**src/hdl/truss_element_stiffness_force_assert.svh**
```systemverilog
// Assertion macros shared by the truss element RTL.
`ifndef TRUSS_ELEMENT_STIFFNESS_FORCE_ASSERT_SVH
`define TRUSS_ELEMENT_STIFFNESS_FORCE_ASSERT_SVH

// same-cycle implication
`define TESF_ASSERT_NOW(lbl, ante, cons, msg) \
  lbl: assert property (@(posedge clk) disable iff (!rst_n) (ante) |-> (cons)) \
    else $error(msg);

// next-cycle implication
`define TESF_ASSERT_NEXT(lbl, ante, cons, msg) \
  lbl: assert property (@(posedge clk) disable iff (!rst_n) (ante) |=> (cons)) \
    else $error(msg);

`endif

```
**src/hdl/tesf_pkg.sv**
```systemverilog
// Shared types, constants and helpers for the truss element block.
package tesf_pkg;

  localparam int WORD_W     = 32;
  localparam int IN_DATA_W  = 8 * WORD_W;
  localparam int IN_USER_W  = 2;
  localparam int RES_W      = 64;
  localparam int NUM_RES    = 12;
  localparam int OUT_DATA_W = NUM_RES * RES_W;
  localparam int ACC_W      = 160;
  localparam int NUM_W      = 80;
  localparam int REM0_W     = 34;

  localparam logic [1:0] OP_MUL  = 2'd0;
  localparam logic [1:0] OP_DIV  = 2'd1;
  localparam logic [1:0] OP_SQRT = 2'd2;

  localparam logic [63:0] CAP63 = 64'h8000_0000_0000_0000;
  localparam logic [63:0] MAX63 = 64'h7FFF_FFFF_FFFF_FFFF;

  typedef struct packed {
    logic [1:0]        op;
    logic [NUM_W-1:0]  a;
    logic [63:0]       b;
    logic [REM0_W-1:0] rem0;
    logic [6:0]        steps;
  } tesf_cmd_t;

  // magnitude clamped to 2^63
  function automatic logic [63:0] clamp_mag(input logic [ACC_W-1:0] v);
    logic over;
    over = (|v[ACC_W-1:64]) || (v[63] && (|v[62:0]));
    return over ? CAP63 : v[63:0];
  endfunction

  // sign and magnitude to saturated two's complement
  function automatic logic [63:0] sat_mag(input logic neg, input logic [63:0] mag);
    logic [63:0] r;
    if (neg) r = mag[63] ? CAP63 : (64'd0 - mag);
    else     r = mag[63] ? MAX63 : mag;
    return r;
  endfunction

endpackage

```
**src/hdl/tesf_alu.sv**
```systemverilog
// Shared multi-cycle arithmetic unit: limb multiply, restoring divide, square root.
module tesf_alu (
  input  logic                  clk,
  input  logic                  rst_n,
  input  logic                  start,
  input  tesf_pkg::tesf_cmd_t   cmd,
  output logic                  done,
  output logic [159:0]          res
);
  import tesf_pkg::*;

  localparam logic [6:0] MulLimbs = 7'd6;

  logic [1:0]        op_r;
  logic [95:0]       a_r;
  logic [63:0]       b_r;
  logic [6:0]        cnt_r;
  logic              busy_r, done_r, pv_r;
  logic [ACC_W-1:0]  acc_r;
  logic [63:0]       prod_r;
  logic [1:0]        sh_r;
  logic [NUM_W-1:0]  num_r;
  logic [34:0]       rem_r;
  logic [33:0]       root_r;

  logic [31:0]       la, lb;
  logic [ACC_W-1:0]  psh;
  logic [34:0]       t35;
  logic              dge;
  logic [36:0]       t37, trial;
  logic              sge;

  always_comb begin
    la  = a_r[32*cnt_r[2:1] +: 32];
    lb  = cnt_r[0] ? b_r[63:32] : b_r[31:0];
    case (sh_r)
      2'd0:    psh = {96'd0, prod_r};
      2'd1:    psh = {64'd0, prod_r, 32'd0};
      2'd2:    psh = {32'd0, prod_r, 64'd0};
      default: psh = {prod_r, 96'd0};
    endcase
    t35   = {rem_r[33:0], num_r[NUM_W-1]};
    dge   = t35 >= {1'b0, b_r[33:0]};
    t37   = {rem_r, num_r[NUM_W-1 -: 2]};
    trial = {1'b0, root_r, 2'b01};
    sge   = t37 >= trial;
  end

  always_ff @(posedge clk) begin
    if (!rst_n) begin
      busy_r <= 1'b0;
      done_r <= 1'b0;
      pv_r   <= 1'b0;
    end else begin
      done_r <= 1'b0;
      if (start) begin
        op_r   <= cmd.op;
        a_r    <= {16'd0, cmd.a};
        b_r    <= cmd.b;
        cnt_r  <= (cmd.op == OP_MUL) ? 7'd0 : cmd.steps;
        num_r  <= cmd.a;
        rem_r  <= {1'b0, cmd.rem0};
        root_r <= '0;
        acc_r  <= '0;
        busy_r <= 1'b1;
        pv_r   <= 1'b0;
      end else if (busy_r) begin
        unique case (op_r)
          OP_MUL: begin
            pv_r <= (cnt_r < MulLimbs);
            if (cnt_r < MulLimbs) begin
              prod_r <= la * lb;
              sh_r   <= cnt_r[2:1] + {1'b0, cnt_r[0]};
            end
            if (pv_r) acc_r <= acc_r + psh;
            if (cnt_r == MulLimbs) begin
              busy_r <= 1'b0;
              done_r <= 1'b1;
            end
            cnt_r <= cnt_r + 7'd1;
          end
          OP_DIV: begin
            rem_r <= dge ? (t35 - {1'b0, b_r[33:0]}) : t35;
            num_r <= {num_r[NUM_W-2:0], dge};
            cnt_r <= cnt_r - 7'd1;
            if (cnt_r == 7'd1) begin
              busy_r <= 1'b0;
              done_r <= 1'b1;
            end
          end
          OP_SQRT: begin
            rem_r  <= sge ? 35'(t37 - trial) : 35'(t37);
            root_r <= {root_r[32:0], sge};
            num_r  <= {num_r[NUM_W-3:0], 2'b00};
            cnt_r  <= cnt_r - 7'd1;
            if (cnt_r == 7'd1) begin
              busy_r <= 1'b0;
              done_r <= 1'b1;
            end
          end
          default: busy_r <= 1'b0;
        endcase
      end
    end
  end

  always_comb begin
    case (op_r)
      OP_MUL:  res = acc_r;
      OP_DIV:  res = {80'd0, num_r};
      OP_SQRT: res = {126'd0, root_r};
      default: res = '0;
    endcase
  end

  assign done = done_r;

endmodule

```
**config.mk**
```make
export PLATFORM = sky130hd
export DESIGN_NAME = tesf_alu
export DESIGN_NICKNAME = d
export VERILOG_FILES = /design/src/hdl/truss_element_stiffness_force_assert.svh /design/src/hdl/tesf_pkg.sv /design/src/hdl/tesf_alu.sv
export SDC_FILE = /design/constraint.sdc
export NUM_CORES = 2
export LEC_CHECK = 0
export BUFFER_PORTS_ARGS = -buffer_cell sky130_fd_sc_hd__buf_2
export CAP_MARGIN = 20
export CORE_ASPECT_RATIO = 0.8
export CORE_UTILIZATION = 40
export DETAILED_ROUTE_END_ITERATION = 10
export PLACE_DENSITY = 0.53
export SYNTH_ARGS = -nofsm -noshare
export SYNTH_HDL_FRONTEND = slang
export SYNTH_SLANG_ARGS = --single-unit
```
**constraint.sdc**
```tcl
create_clock -name clk -period 16.6 [get_ports clk]
set_clock_uncertainty 0.2 [all_clocks]
set_input_delay 0 -clock clk [delete_from_list [all_inputs] [get_ports clk]]
set_output_delay 0 -clock clk [all_outputs]
set_load 0.005 [all_outputs]
```
==> results by group <==
Setup path
  • Worst setup path category: reg -> reg
  • CP Data Required Time: 16.79 ns
  • Max FO, Critical Path: 32
  • CP Capture Type: flop
  • Critical Path AT: 10.78 ns
  • Critical path launch point type: flop
  • Top delay family on crit path: adder cells
  • Buf+Inv Stages, Crit Path: 6
  • CP most frequent cell: fa_1
  • Slowest CP cell: nor2_4
  • Slowest stage delay, CP: 0.84 ns

STA
  • Slew headroom: 15.0%
  • Fin Setup TNS: 0 ns
  • Slew Limit Fails: 0
  • Final hold violations: 0
  • Worst Tran Pin Value: 1.24 ns
  • RSZ-0062 raised after global routing: no
  • Crit path time final: 10.59 ns
  • Tcrit/Tclk final: 63.8%
  • # setup viols final: 0
  • Achievable Freq: 0.0944 GHz

Synth
  • Library cells used by synthesis: 101
  • Synth warnings: 0
  • Synthesized flop and latch total: 531
  • Post-Synthesis Cells: 8,033
  • Synth Cell Area: 71,500 µm²
  • Post-synth top area cell: fa_1
  • Asr flop ratio synth: 0%
  • Syn Area/Cell: 8.90 µm²
  • Post-synth EDFFs: 528
  • Sequential area share after synthesis: 22.3%
  • Most frequent cell after synthesis: nor2_1
  • Main area contributors after synthesis: fa_1, edfxtp_1, ha_1
  • Main flop type after synthesis: edfxtp_1
  • Syn nets: 9,621
  • Yosys top cell area share: 25.2%
  • Most common library cells after synthesis: nor2_1, inv_1, fa_1

Cells and area
  • Final Util: 46.1%
  • Layout Area Growth over Synthesis: 14.3%
  • Final #Nets: 10,100
  • Share of cells above drive strength 1: 8.98%
  • FILL cells: 17,300

Place
  • Routability-driven placement congestion ratio: 1.02
  • Detailed Place HPWL: 253,000 µm
  • Buffers on Ports: 350

Clocking
  • Worst-path clk slew: 0.07 ns
  • H-tree Lvls: 3
  • # Post-CTS Setup Buffers: 0
  • Clock sink total: 531
  • Clock root buffer: clkbuf_16
  • Buffer levels on the longest clock path: 3
  • Post_cts resized: 0
  • TritonCTS Buffers: 68
  • CTS tree: built
  • Skew-Pair Late Insertion Delay: 0.69 ns

Floorplan
  • Initial Utilization: 40.3%
  • Row count: 138
  • Die Y: 380 µm
  • Die ar.: 180,000 µm²
  • IO Count: 351
  • Core area: 177,000 µm²
  • Die Wd: 475 µm

Routing
  • Number of remaining DRC errors: 0
  • DR pass1 iterations: 8
  • Antenna Nets Post-Route: 0
  • Detailed router's first-iteration violation count: 7,511
  • Via/cell ratio: 5.84
  • Final wirelength: 317,000 µm
  • Vias: 63,800
  • Avg WL per Cell: 29.0 µm

GRT
  • Largest net degree at the start of global routing: 102
  • Total GRT Usage: 34.7%
  • Vias in the first global route: 62,000
  • Total gr overflow: 0
  • First-pass GRT wire length: 450,000 µm
  • Initial antenna violation count: 12

Outcome
  • Status: completed

Min path
  • Hold Crit Class: in -> reg

Run
  • Max-Cap Viols: 0
==> worst paths after layout <==
kind / startpoint / endpoint / slack (ns) / depth (start not counted)
hold reg to reg: pv_r / pv_r / 0.29 / 1
setup / recovery: cnt_r[1] / prod_r[61] / 6.01 / 29
hold / removal: cmd[179] / num_r[74] / 0.04 / 4
setup reg to reg: cnt_r[1] / prod_r[61] / 6.01 / 29
==> cell type report <==
type	instances	area (µm²)	share of cell area [%]
Timing Repair Buffer	835	6320	7.74
Clock inverter	46	531	0.650
Sequential cell	531	15900	19.5
Inverter	1019	3820	4.68
Tap cell	2380	2980	3.65
Clock buffer	80	1790	2.19
Multi-Input combinational cell	6032	50300	61.6
Antenna cell	5	12.5	0.0153
==> routing by layer <==
metal | up-vias | part of all wire (%) | global-route usage, %
met5 | - | 0.020 | 0
li1 | 27700 | - | -
met2 | 3380 | 42 | 49.6
met3 | 497 | 11 | 8.74
met4 | 10 | 4.9 | 14.4
met1 | 32200 | 43 | 49.7
==> layout by cell type (no fill, tap or decap), types with 30 or more instances in the layout <==
cell type / netlist / layout
and3_1: 66 / 66
nand2b_1: 30 / 30
o211ai_1: 39 / 39
clkbuf_16: 0 / 70
nand2_1: 862 / 862
buf_4: 6 / 129
a211oi_1: 32 / 31
inv_1: 1019 / 1018
fa_1: 898 / 898
and2_1: 134 / 133
xor2_1: 108 / 108
edfxtp_1: 528 / 528
nor3_1: 64 / 64
nand3_1: 75 / 75
a21oi_1: 426 / 411
o21ai_1: 41 / 43
o21ai_0: 338 / 332
nand4_1: 102 / 102
dlygate4sd3_1: 0 / 353
a21o_1: 158 / 158
o21a_1: 45 / 45
a31oi_1: 36 / 36
o21bai_1: 70 / 70
nor2_1: 1127 / 1121
nor2b_1: 70 / 67
mux2i_1: 154 / 152
buf_2: 45 / 349
ha_1: 500 / 496
a222oi_1: 35 / 35
a22o_1: 33 / 33
xnor2_1: 153 / 153
a22oi_1: 51 / 51
==> worst register-to-register path, delay by kind of cell (launching register included) <==
kind            cells  cell delay, ns
simple gates        2            1.06
compound gates     11            3.12
xor+xnor            1            0.13
flops               1            0.83
fa+ha+maj           9            4.43
buf+inv             6            0.56
==> sequential cells by signal, indices dropped and copies added (netlist names) <==
name / flops
a_r: 80
acc_r: 160
b_r: 64
busy_r: 1
cnt_r: 7
done: 1
num_r: 80
op_r: 2
prod_r: 64
pv_r: 1
rem_r: 35
root_r: 34
sh_r: 2
==> what timing repair did <==
action,CTS,global route
endpoints found under the hold margin,372,1
hold buffers,352,1
endpoints found under the setup margin,0,0
==> through the flow <==
stage          instances  cell area, µm²  hold slack, ns  setup slack (ns)
2_1_floorplan       8033           71500          -0.101              2.59
3_3_place_gp       10400           75700         -0.0232              6.18
3_5_place_dp       10400           75700         -0.0219              6.14
4_1_cts            10900           81600         0.00106              6.03
5_1_grt            10900           81600         0.00389              5.50
6_report           10900           81600          0.0369              6.01
==> kinds of logic after synthesis <==
logic type	count (synthesis)	share of synthesized area (%)
xor+xnor	261	3.20
mux	166	2.35
fa+ha+maj	1398	33.9
buf+inv	1470	7.88
flops	531	22.3
compound gates	1546	14.1
simple gates	2661	16.3
Power is left out: the tool's default activity adds up to more than one toggle a clock period on the data nets, which glitch-free logic cannot reach.
